### src/sv/cbb_pkg.sv
`timescale 1ns / 1ps
`default_nettype none

package cbb_pkg;

    localparam int COORD_BITS = 21;
    localparam int FRAC_BITS  = 2;
    localparam int QW         = COORD_BITS + FRAC_BITS;
    localparam int RW         = QW + 1;
    localparam int OW         = COORD_BITS + 1;
    localparam int HW_BITS    = 10;
    localparam int MODE_BITS  = 2;
    localparam int NCAND      = 6;
    localparam int APB_AW     = 3;
    localparam int APB_DW     = 32;

    localparam logic REG_PATH_MODE  = 1'b0;
    localparam logic REG_HALF_WIDTH = 1'b1;

    typedef enum logic [MODE_BITS-1:0] {
        MODE_POLY   = 2'd0,
        MODE_OPEN   = 2'd1,
        MODE_CLOSED = 2'd2,
        MODE_INTERP = 2'd3
    } t_mode;

    typedef logic signed [COORD_BITS-1:0] t_coord;
    typedef logic signed [QW-1:0]         t_qval;
    typedef logic signed [OW-1:0]         t_oval;

    // one classified point: candidate set plus flags for the box engine
    typedef struct packed {
        logic                        set;
        logic                        last;
        logic                        err;
        logic [NCAND-1:0][QW-1:0]    cx;
        logic [NCAND-1:0][QW-1:0]    cy;
    } t_cmd;

endpackage

`default_nettype wire

### src/sv/cbb_front.sv
`timescale 1ns / 1ps
`default_nettype none

module cbb_front (
    input  wire logic           i_clk,
    input  wire logic           i_rst_n,
    input  wire logic           i_valid,
    output logic                o_ready,
    input  wire cbb_pkg::t_mode i_mode,
    input  wire cbb_pkg::t_coord i_point_x,
    input  wire cbb_pkg::t_coord i_point_y,
    input  wire cbb_pkg::t_coord i_left_ctrl_x,
    input  wire cbb_pkg::t_coord i_left_ctrl_y,
    input  wire cbb_pkg::t_coord i_right_ctrl_x,
    input  wire cbb_pkg::t_coord i_right_ctrl_y,
    input  wire logic           i_last_point,
    input  wire logic           i_full,
    output logic                o_push,
    output cbb_pkg::t_cmd       o_cmd
);
    import cbb_pkg::*;

    logic [1:0] r_cnt, n_cnt;
    t_coord     r_px, r_py, r_prx, r_pry;
    logic       approx;
    logic       accept;

    function automatic t_qval sx(input t_coord v);
        return t_qval'({{FRAC_BITS{v[COORD_BITS-1]}}, v});
    endfunction

    function automatic t_qval q4(input t_coord v);
        return t_qval'({v, {FRAC_BITS{1'b0}}});
    endfunction

    // one axis: candidates for the current mode and count
    function automatic logic [NCAND-1:0][QW-1:0] cands(
        input t_mode m, input logic [1:0] cnt, input logic last,
        input t_coord p, input t_coord pr, input t_coord l, input t_coord c);
        logic [NCAND-1:0][QW-1:0] r;
        t_qval a, b, f;
        a = (sx(p) <<< 1) + sx(p) + sx(c);
        b = sx(p) + (sx(c) <<< 1) + sx(c);
        f = q4(c);
        for (int k = 0; k < NCAND; k++) begin
            r[k] = f;
        end
        if (cnt != 2'd0) begin
            case (m)
                MODE_POLY: begin
                    r[0] = f;
                end
                MODE_OPEN, MODE_CLOSED: begin
                    if (cnt == 2'd1) begin
                        r[0] = (m == MODE_CLOSED) ? a : q4(p);
                    end else begin
                        r[0] = a;
                    end
                    r[1] = b;
                    r[2] = (m == MODE_OPEN && last) ? f : r[0];
                    for (int k = 3; k < NCAND; k++) begin
                        r[k] = r[0];
                    end
                end
                MODE_INTERP: begin
                    r[0] = q4(p);
                    r[1] = (sx(p) + sx(pr)) <<< 1;
                    r[2] = sx(p) + (sx(pr) <<< 1) + sx(l);
                    r[3] = sx(pr) + (sx(l) <<< 1) + sx(c);
                    r[4] = (sx(l) + sx(c)) <<< 1;
                    r[5] = f;
                end
                default: begin
                    r[0] = f;
                end
            endcase
        end
        return r;
    endfunction

    assign o_ready = !i_full;
    assign accept  = i_valid && !i_full;
    assign o_push  = accept;
    assign approx  = (i_mode == MODE_OPEN) || (i_mode == MODE_CLOSED);

    always_comb begin
        o_cmd.last = i_last_point;
        o_cmd.err  = i_last_point && approx && (r_cnt == 2'd0);
        o_cmd.set  = (r_cnt == 2'd0) || (approx && r_cnt == 2'd1);
        o_cmd.cx   = cands(i_mode, r_cnt, i_last_point, r_px, r_prx, i_left_ctrl_x, i_point_x);
        o_cmd.cy   = cands(i_mode, r_cnt, i_last_point, r_py, r_pry, i_left_ctrl_y, i_point_y);
        if (i_last_point) begin
            n_cnt = 2'd0;
        end else if (r_cnt < 2'd2) begin
            n_cnt = r_cnt + 2'd1;
        end else begin
            n_cnt = r_cnt;
        end
    end

    always_ff @(posedge i_clk) begin
        if (!i_rst_n) begin
            r_cnt <= 2'd0;
        end else if (accept) begin
            r_cnt <= n_cnt;
        end
    end

    always_ff @(posedge i_clk) begin
        if (accept) begin
            r_px  <= i_point_x;
            r_py  <= i_point_y;
            r_prx <= i_right_ctrl_x;
            r_pry <= i_right_ctrl_y;
        end
    end

endmodule

`default_nettype wire

### src/sv/cbb_queue.sv
`timescale 1ns / 1ps
`default_nettype none

module cbb_queue (
    input  wire logic          i_clk,
    input  wire logic          i_rst_n,
    input  wire logic          i_push,
    input  wire cbb_pkg::t_cmd i_cmd,
    output logic               o_full,
    output logic               o_valid,
    output cbb_pkg::t_cmd      o_cmd,
    input  wire logic          i_pop
);
    import cbb_pkg::*;

    t_cmd       r_mem [2];
    logic       r_wp, r_rp;
    logic [1:0] r_cnt;

    assign o_full  = (r_cnt == 2'd2);
    assign o_valid = (r_cnt != 2'd0);
    assign o_cmd   = r_mem[r_rp];

    always_ff @(posedge i_clk) begin
        if (!i_rst_n) begin
            r_wp  <= 1'b0;
            r_rp  <= 1'b0;
            r_cnt <= 2'd0;
        end else begin
            if (i_push) begin
                r_wp <= !r_wp;
            end
            if (i_pop) begin
                r_rp <= !r_rp;
            end
            case ({i_push, i_pop})
                2'b10:   r_cnt <= r_cnt + 2'd1;
                2'b01:   r_cnt <= r_cnt - 2'd1;
                default: r_cnt <= r_cnt;
            endcase
        end
    end

    always_ff @(posedge i_clk) begin
        if (i_push) begin
            r_mem[r_wp] <= i_cmd;
        end
    end

endmodule

`default_nettype wire

### src/sv/cbb_back.sv
`timescale 1ns / 1ps
`default_nettype none

module cbb_back (
    input  wire logic                          i_clk,
    input  wire logic                          i_rst_n,
    input  wire logic                          i_valid,
    input  wire cbb_pkg::t_cmd                 i_cmd,
    output logic                               o_pop,
    input  wire logic [cbb_pkg::HW_BITS-1:0]   i_half_width,
    output logic                               o_out_valid,
    input  wire logic                          i_out_ready,
    output cbb_pkg::t_oval                     o_box_xmin,
    output cbb_pkg::t_oval                     o_box_ymin,
    output cbb_pkg::t_oval                     o_box_xmax,
    output cbb_pkg::t_oval                     o_box_ymax,
    output logic                               o_status
);
    import cbb_pkg::*;

    t_qval r_xmin, r_ymin, r_xmax, r_ymax;
    t_qval n_xmin, n_ymin, n_xmax, n_ymax;
    t_qval r_oxmin, r_oymin, r_oxmax, r_oymax;
    logic  r_err;
    logic  r_out_valid;
    logic  signed [RW-1:0] hw;

    function automatic t_qval vmin(input t_qval s, input logic [NCAND-1:0][QW-1:0] c);
        t_qval m;
        m = s;
        for (int k = 0; k < NCAND; k++) begin
            if ($signed(c[k]) < m) m = $signed(c[k]);
        end
        return m;
    endfunction

    function automatic t_qval vmax(input t_qval s, input logic [NCAND-1:0][QW-1:0] c);
        t_qval m;
        m = s;
        for (int k = 0; k < NCAND; k++) begin
            if ($signed(c[k]) > m) m = $signed(c[k]);
        end
        return m;
    endfunction

    // quarter units to whole units, half away from zero
    function automatic logic signed [RW-1:0] rnd(input t_qval v);
        logic signed [RW-1:0] e;
        e = RW'(v);
        e = e + (v[QW-1] ? RW'(1) : RW'(2));
        return e >>> FRAC_BITS;
    endfunction

    assign o_pop = i_valid && (!i_cmd.last || !r_out_valid || i_out_ready);
    assign hw    = RW'(i_half_width);

    always_comb begin
        n_xmin = vmin(i_cmd.set ? t_qval'(i_cmd.cx[0]) : r_xmin, i_cmd.cx);
        n_xmax = vmax(i_cmd.set ? t_qval'(i_cmd.cx[0]) : r_xmax, i_cmd.cx);
        n_ymin = vmin(i_cmd.set ? t_qval'(i_cmd.cy[0]) : r_ymin, i_cmd.cy);
        n_ymax = vmax(i_cmd.set ? t_qval'(i_cmd.cy[0]) : r_ymax, i_cmd.cy);
    end

    always_ff @(posedge i_clk) begin
        if (o_pop) begin
            r_xmin <= n_xmin;
            r_xmax <= n_xmax;
            r_ymin <= n_ymin;
            r_ymax <= n_ymax;
        end
        if (o_pop && i_cmd.last) begin
            r_oxmin <= n_xmin;
            r_oxmax <= n_xmax;
            r_oymin <= n_ymin;
            r_oymax <= n_ymax;
            r_err   <= i_cmd.err;
        end
    end

    always_ff @(posedge i_clk) begin
        if (!i_rst_n) begin
            r_out_valid <= 1'b0;
        end else if (o_pop && i_cmd.last) begin
            r_out_valid <= 1'b1;
        end else if (i_out_ready) begin
            r_out_valid <= 1'b0;
        end
    end

    assign o_out_valid = r_out_valid;
    assign o_status    = r_err;
    assign o_box_xmin  = r_err ? '0 : OW'(rnd(r_oxmin) - hw);
    assign o_box_ymin  = r_err ? '0 : OW'(rnd(r_oymin) - hw);
    assign o_box_xmax  = r_err ? '0 : OW'(rnd(r_oxmax) + hw);
    assign o_box_ymax  = r_err ? '0 : OW'(rnd(r_oymax) + hw);

endmodule

`default_nettype wire

### src/sv/curve_bounding_box_accumulator_core.sv
`timescale 1ns / 1ps
`default_nettype none
// channel  | handshake               | payload
// ---------+-------------------------+----------------------------------------
// points   | i_in_valid / o_in_ready | point, left/right control, last_point
// box      | o_out_valid/i_out_ready | box_xmin/ymin/xmax/ymax, status
// config   | APB psel/penable/pwrite | path_mode @0x0, half_width @0x4
//
// One point per cycle while the queue is not full; a path's box appears in the
// cycle after its last point leaves the two-entry queue, set by the back-end
// min/max stage. Unstalled, the last point passes a queue entry, then the result register.
// Synchronous active-low reset empties the queue and the result register.
// A waiting box holds the next path's last point at the queue head; input
// stalls once the queue fills behind it.
module curve_bounding_box_accumulator_core (
    input  wire logic                          i_clk,
    input  wire logic                          i_rst_n,
    input  wire logic                          i_in_valid,
    output logic                               o_in_ready,
    input  wire cbb_pkg::t_coord               i_point_x,
    input  wire cbb_pkg::t_coord               i_point_y,
    input  wire cbb_pkg::t_coord               i_left_ctrl_x,
    input  wire cbb_pkg::t_coord               i_left_ctrl_y,
    input  wire cbb_pkg::t_coord               i_right_ctrl_x,
    input  wire cbb_pkg::t_coord               i_right_ctrl_y,
    input  wire logic                          i_last_point,
    output logic                               o_out_valid,
    input  wire logic                          i_out_ready,
    output cbb_pkg::t_oval                     o_box_xmin,
    output cbb_pkg::t_oval                     o_box_ymin,
    output cbb_pkg::t_oval                     o_box_xmax,
    output cbb_pkg::t_oval                     o_box_ymax,
    output logic                               o_status,
    input  wire logic                          psel,
    input  wire logic                          penable,
    input  wire logic                          pwrite,
    input  wire logic [cbb_pkg::APB_AW-1:0]    paddr,
    input  wire logic [cbb_pkg::APB_DW-1:0]    pwdata,
    output logic [cbb_pkg::APB_DW-1:0]         prdata,
    output logic                               pready
);
    import cbb_pkg::*;

    t_mode               r_mode;
    logic [HW_BITS-1:0]  r_half_width;
    logic                wr_en;
    logic                full, push, q_valid, pop;
    t_cmd                f_cmd, q_cmd;

    assign pready = 1'b1;
    assign wr_en  = psel && penable && pwrite && pready;

    always_ff @(posedge i_clk) begin
        if (!i_rst_n) begin
            r_mode       <= MODE_POLY;
            r_half_width <= '0;
        end else if (wr_en) begin
            case (paddr[2])
                REG_PATH_MODE:  r_mode       <= t_mode'(pwdata[MODE_BITS-1:0]);
                REG_HALF_WIDTH: r_half_width <= pwdata[HW_BITS-1:0];
                default:        r_mode       <= r_mode;
            endcase
        end
    end

    always_comb begin
        case (paddr[2])
            REG_PATH_MODE:  prdata = {{(APB_DW-MODE_BITS){1'b0}}, r_mode};
            REG_HALF_WIDTH: prdata = {{(APB_DW-HW_BITS){1'b0}}, r_half_width};
            default:        prdata = '0;
        endcase
    end

    cbb_front u_front (
        .i_clk          (i_clk),
        .i_rst_n        (i_rst_n),
        .i_valid        (i_in_valid),
        .o_ready        (o_in_ready),
        .i_mode         (r_mode),
        .i_point_x      (i_point_x),
        .i_point_y      (i_point_y),
        .i_left_ctrl_x  (i_left_ctrl_x),
        .i_left_ctrl_y  (i_left_ctrl_y),
        .i_right_ctrl_x (i_right_ctrl_x),
        .i_right_ctrl_y (i_right_ctrl_y),
        .i_last_point   (i_last_point),
        .i_full         (full),
        .o_push         (push),
        .o_cmd          (f_cmd)
    );

    cbb_queue u_queue (
        .i_clk   (i_clk),
        .i_rst_n (i_rst_n),
        .i_push  (push),
        .i_cmd   (f_cmd),
        .o_full  (full),
        .o_valid (q_valid),
        .o_cmd   (q_cmd),
        .i_pop   (pop)
    );

    cbb_back u_back (
        .i_clk        (i_clk),
        .i_rst_n      (i_rst_n),
        .i_valid      (q_valid),
        .i_cmd        (q_cmd),
        .o_pop        (pop),
        .i_half_width (r_half_width),
        .o_out_valid  (o_out_valid),
        .i_out_ready  (i_out_ready),
        .o_box_xmin   (o_box_xmin),
        .o_box_ymin   (o_box_ymin),
        .o_box_xmax   (o_box_xmax),
        .o_box_ymax   (o_box_ymax),
        .o_status     (o_status)
    );

`ifndef SYNTHESIS
    a_reset_clears: assert property (@(posedge i_clk)
        !i_rst_n |=> (!o_out_valid && o_in_ready))
        else $error("reset did not clear the pipeline");

    a_err_zero_box: assert property (@(posedge i_clk) disable iff (!i_rst_n)
        (o_out_valid && o_status) |->
        (o_box_xmin == '0 && o_box_ymin == '0 && o_box_xmax == '0 && o_box_ymax == '0))
        else $error("error transaction carries a non-zero box");

    a_box_ordered: assert property (@(posedge i_clk) disable iff (!i_rst_n)
        (o_out_valid && !o_status) |->
        (o_box_xmin <= o_box_xmax && o_box_ymin <= o_box_ymax))
        else $error("box edges out of order");
`endif

endmodule

`default_nettype wire
### config.mk
export PLATFORM = sky130hd
export DESIGN_NAME = curve_bounding_box_accumulator_core
export DESIGN_NICKNAME = d
export VERILOG_FILES = /design/src/sv/cbb_pkg.sv /design/src/sv/cbb_front.sv /design/src/sv/cbb_queue.sv /design/src/sv/cbb_back.sv /design/src/sv/curve_bounding_box_accumulator_core.sv
export SDC_FILE = /design/constraint.sdc
export NUM_CORES = 2
export LEC_CHECK = 0
export BUFFER_PORTS_ARGS = -buffer_cell sky130_fd_sc_hd__buf_2
export CAP_MARGIN = 20
export CORE_MARGIN = 5
export CORE_UTILIZATION = 55
export DETAILED_ROUTE_END_ITERATION = 6
export GPL_ROUTABILITY_DRIVEN = 0
export PLACE_DENSITY = 0.72
export REMOVE_ABC_BUFFERS = 1
export SYNTH_ARGS = -nofsm -noshare
export SYNTH_HDL_FRONTEND = slang
export SYNTH_SLANG_ARGS = --single-unit
### constraint.sdc
create_clock -name i_clk -period 21.9 [get_ports i_clk]
set_clock_uncertainty 0.15 [all_clocks]
set_input_delay 2.19 -clock i_clk [delete_from_list [all_inputs] [get_ports i_clk]]
set_output_delay 2.19 -clock i_clk [all_outputs]
set_load 0.03 [all_outputs]
### After elaboration in Yosys (flattened, before gate mapping)

Memories as Yosys holds them, arrays and structs flattened. A register that Yosys moved wholly into a read port is not among the register bits.
Cells that the tools add are included.

| cells by class | value |
|---|---|
| add/subtract/negate cells | 31 |
| equal/unequal tests | 7 |
| bitwise operators | 1 |
| muxes and demuxes | 58 |
| reductions and logical operators | 29 |
| magnitude comparators | 25 |

Operators with widths:

| kind | count |
|---|---|
| $mux 23 | 34 |
| $pmux 115 s2 | 2 |
| $gt 23x23->1 | 12 |
| $lt 23x23->1 | 12 |
| $mux 138 | 2 |
| $add 23x21->23 | 8 |
| $add 21x22->23 | 6 |
| $pmux 23 s3 | 2 |
| $add 23x3->24 | 4 |
| $add 21x21->22 | 4 |
| $mux 22 | 4 |
| $pmux 32 s2 | 1 |
| $add 22x21->23 | 2 |
| $add 22x11->22 | 2 |
| $sub 22x11->22 | 2 |
| $mux 2 | 6 |
| $reduce_bool 2->1 | 5 |
| $logic_and 1x1->1 | 9 |
| $eq 2x2->1 const B | 4 |
| $eq 2x1->1 const B | 3 |
| $mux 1 | 6 |
| $reduce_and 2->1 | 3 |
| $logic_not 1->1 | 5 |
| $add 2x1->2 const B | 2 |
| 7 further kinds | 11 |

| storage, ports and cells | value |
|---|---|
| register bits after elaboration | 288 |
| memory bits (writable) | 558 |
| input bits | 169 |
| memories kept | 1 |

Memory list:

| name | depth | width | rd ports | clocked after memory_dff | write ports | RTL line | source |
|---|---|---|---|---|---|---|---|
| u_queue.r_mem | 2 | 279 | 1 | 1 | 1 | cbb_queue.sv:16 | `t_cmd r_mem [2];` |

### Longest topological paths before layout

| depth | value |
|---|---|
| depth after elaboration | 13 |
| mapped depth | 108 |
| depth with buffers taken out | 95 |

### Modules after synthesis

From an unflattened synthesis, not the netlist that was laid out.

| second synthesis, totals | value |
|---|---|
| cell total of the unflattened synthesis | 7436 |
| area total of the unflattened synthesis | 75200.9 µm² |

Modules (own cells, without submodules):

| module | cells each | instances | seq. area each (µm²) | area each (µm²) |
|---|---|---|---|---|
| cbb_back | 3904 | 1 | 5575.3 | 31805.5 |
| cbb_front | 2555 | 1 | 2562.5 | 21473.1 |
| cbb_queue | 890 | 1 | 16856.2 | 21176.6 |
| curve_bounding_box_accumulator_core | 87 | 1 | 240.2 | 745.7 |

### Least setup slack after synthesis

OpenSTA, ideal clock, no wires.

| timing path | value |
|---|---|
| path type | flip-flop to flip-flop |
| start point | register (tool-made name) |
| end point | register u_back.r_oxmax[15], data pin |
| arrival time | 18335 ps |
| setup time | 269 ps |
| period minus slack after synthesis | 18754 ps |
| data required time | 21481 ps |
| stages on the path, launching flop included | 101 |
| buffers on the path | 19 |
| path slack | 3146 ps |
| cell sequence | dfxtp_1 buf_4 buf_2 buf_1 buf_1 buf_1 clkbuf_1 clkbuf_1 mux2i_1 inv_1 ha_1 nand3_1 nor3_1 o211ai_1 or4_1 o211a_1 nor2_1 clkbuf_1 [... 65 more ...] nor2b_1 o21ai_0 nand2b_1 a21oi_1 nor2b_1 o21ai_0 nand2b_1 a21oi_1 nor2_1 a211oi_1 o21ai_0 a21oi_1 nand4b_1 o211ai_1 clkbuf_1 clkbuf_1 o31a_1 a21oi_1 |

RTL lines:

| item | RTL line | source |
|---|---|---|
| end signal: assignment | cbb_back.sv:73 | `r_oxmax <= n_xmax;` |
| end: declaration | cbb_back.sv:23 | `t_qval r_oxmin, r_oymin, r_oxmax, r_oymax;` |

==> results.yml <==
clock_network:
  htree_levels: 3
  cts-root-buf: "clkbuf_16"
  cts_tree: "built"
  cts_sinks: 835
  numCtsBuffers: 93
  cts_buffer_depth: 3
  clk_latency_ns: 0.72
  holdBufCountCts: 0
  cts.clk_slew.worst_paths_ns: 0.06
logic_synthesis:
  synth_cells: 7056
  synth.top_cell.area_share: 0.3487
  synthArstFlopShare: 0
  ys_ff_latch: 835
  synth_edf_count: 815
  ys_warn_count: 0
  synthFlopType: "edfxtp_1"
  yosys-top-cells-area: "edfxtp_1 (35%), ha_1 (15%), fa_1 (5.1%)"
  ys_top_cells_by_count: "ha_1 (829), edfxtp_1 (815), a21oi_1 (663)"
  synth_top_cell_by_area: "edfxtp_1"
  synth_area_sq_um: 70180
  post-synth-top-count-cell: "ha_1"
  syn_area_per_cell_sq_um: 9.946
  synth-seq-area-share: 0.3544
  synth.distinct_cells: 95
job:
  drv_cap: 0
detailed_routing:
  top_layer: "met5"
  vias: 56440
  drtPass1Iterations: 7
  drt_iter0_drc: 6953
  met2_length_mm: 88.71
  viasPerCell: 6.260
  ant_nets: 0
  met1_length_mm: 90.69
  finalWirelength_mm: 211.0
  drc: 0
  dr_wl_met3_mm: 24.07
  wl_per_cell_um: 23.40
worst_setup_path:
  max_stage_delay_ns: 0.64
  crit_required_ns: 22.32
  r2r_slack_ns: 1.03
  crit_slowest_cell: "dfxtp_4"
  rr_endpoint: "u_back.r_xmax[15]"
  path_class: "flop to flop"
  crit_path_max_fanout: 34
  cp-end-kind: "flop"
  startpoint_type: "flop"
  arrival_ns: 21.29
  crit_top_cell: "a21oi_1"
  rr_worst_depth: 87
timing:
  final_hold_viol_count: 0
  finalCriticalPeriod_ns: 20.87
  holdWs_ns: 0.3645
  fmax_ghz: 0.04791
  relSlewSlack: 0.2734
  fin_crit_sh: 0.9531
  setup_viol: 0
  setup_tns_ns: 0
  tightest_slew_ns: 1.078
  rsz0062_at_grt: "false"
  slew_violations: 0
hold_path:
  hold_depth: 2
  holdPathEnd: "u_front.r_cnt[1]"
  hp-class: "flop to flop"
  hold_path_startpoint: "u_front.r_cnt[1]"
placement:
  io_buffers: 245
  dp_hpwl_mm: 167.6
layout:
  drive_gt1_frac: 0.1176
  final_util: 0.6038
  area_growth_pct: 9.429
  final_nets: 8451
  fillers: 10440
floorplanning:
  boundaryPins: 293
  dieWidth_um: 367.2
  start_util: 0.5518
  die-area_sq_um: 134800
  num_rows: 131
  coreArea_sq_um: 127200
  die-height_um: 367.2
global_route:
  grt_pass1_vias: 54080
  grt_overflow_total: 0
  grt_pass1_wl_mm: 316.5
  grtUsageTotal: 0.3026
  grt_max_degree: 145
  antenna_found_initial: 15
status:
  outcome: "finished, final reports clean"
layout by cell type, fill, tap and decap left out, types with 42 or more instances in the layout:
cell type,synthesis,layout
inv_1,482,481
nand2_1,470,468
clkbuf_16,0,97
o21bai_1,217,217
nor2_1,492,487
a21oi_1,663,661
mux2i_1,211,209
buf_2,8,245
xnor2_1,318,317
a22oi_1,42,42
o211ai_1,70,70
ha_1,829,827
edfxtp_1,815,815
nand4_1,116,116
a21o_1,215,215
mux2_2,275,274
nor3_1,53,52
o21ai_0,503,502
fa_1,180,180
nor2b_1,151,149
nand3_1,79,79
xor2_1,46,46
nand2b_1,100,99
buf_4,29,126
repair_timing:
action / 4_1_cts / 5_1_grt
endpoints found under the setup margin: 0 / 94
resized for setup: 0 / 5
buffers inserted: 0 / 8
cell families after synthesis:
group | synth area share
AO/OA/AOI/OAI | 0.1704
AND/OR/NAND/NOR | 0.1112
adder cells (fa/ha/maj) | 0.2003
flip-flops | 0.3544
buffers and inverters | 0.04282
multiplexers | 0.07530
XOR/XNOR | 0.04543
other | 0.0001070
final cells by class:
type,count,area (sq um),share of cell area
antenna,6,15.01,0.0001955
clock buffer,108,2479,0.03227
clock inverter,63,668.1,0.008700
inverter,482,1812,0.02359
multi-input combinational,5483,42560,0.5541
sequential,835,24880,0.3239
tap,1662,2079,0.02708
timing repair buffer,378,2312,0.03011
flip-flops by register name, summed over array words and instances (netlist names), named ones only:
signal	cells
r_half_width	10
r_mode	2
u_back.o_out_valid	1
u_back.o_status	1
u_back.r_oxmax	23
u_back.r_oxmin	23
u_back.r_oymax	23
u_back.r_oymin	23
u_back.r_xmax	23
u_back.r_xmin	23
u_back.r_ymax	23
u_back.r_ymin	23
u_front.r_cnt	2
u_front.r_prx	21
u_front.r_pry	21
u_front.r_px	21
u_front.r_py	21
u_queue.r_cnt	2
u_queue.r_mem	546
u_queue.r_rp	1
u_queue.r_wp	1
metal layers:
layer / vias up / global-route usage
met2: 2872 / 0.4510
met1: 26990 / 0.4339
li1: 26180 / -
met3: 386 / 0.07272
met5: - / 0
met4: 8 / 0.1030
worst max-delay path by stage:
stage / start / to / slack, ns
after detailed placement: flop / u_back.r_oxmax[15] / 1.57
after CTS: flop / u_back.r_xmax[15] / 1.43
after floorplan: flop / u_back.r_oymin[10] / -9.41
after global routing: flop / u_back.r_xmax[15] / 0.12
final: flop / u_back.r_xmax[15] / 1.03
after global placement: flop / u_back.r_oxmax[15] / 1.83
critical path: cells and delay by family (launching register included):
family / cells / cell delay, ns
compound gates: 43 / 9.35
buf+inv: 8 / 2.07
simple gates: 27 / 5.29
flops: 1 / 0.64
fa+ha+maj: 6 / 1.97
mux: 3 / 1.10
per-stage QoR:
step	instance area [sq um]	setup WS [ns]	std cells
6_report	76800	1.027	9017
5_1_grt	76790	0.1232	9012
4_1_cts	76690	1.432	9003
3_5_place_dp	73540	1.565	8832
3_3_place_gp	73540	1.834	8832
2_1_floorplan	69070	-9.407	6800
Power is not shown: default switching activity piles up to over one toggle a cycle in this logic, so the estimate is an artifact.
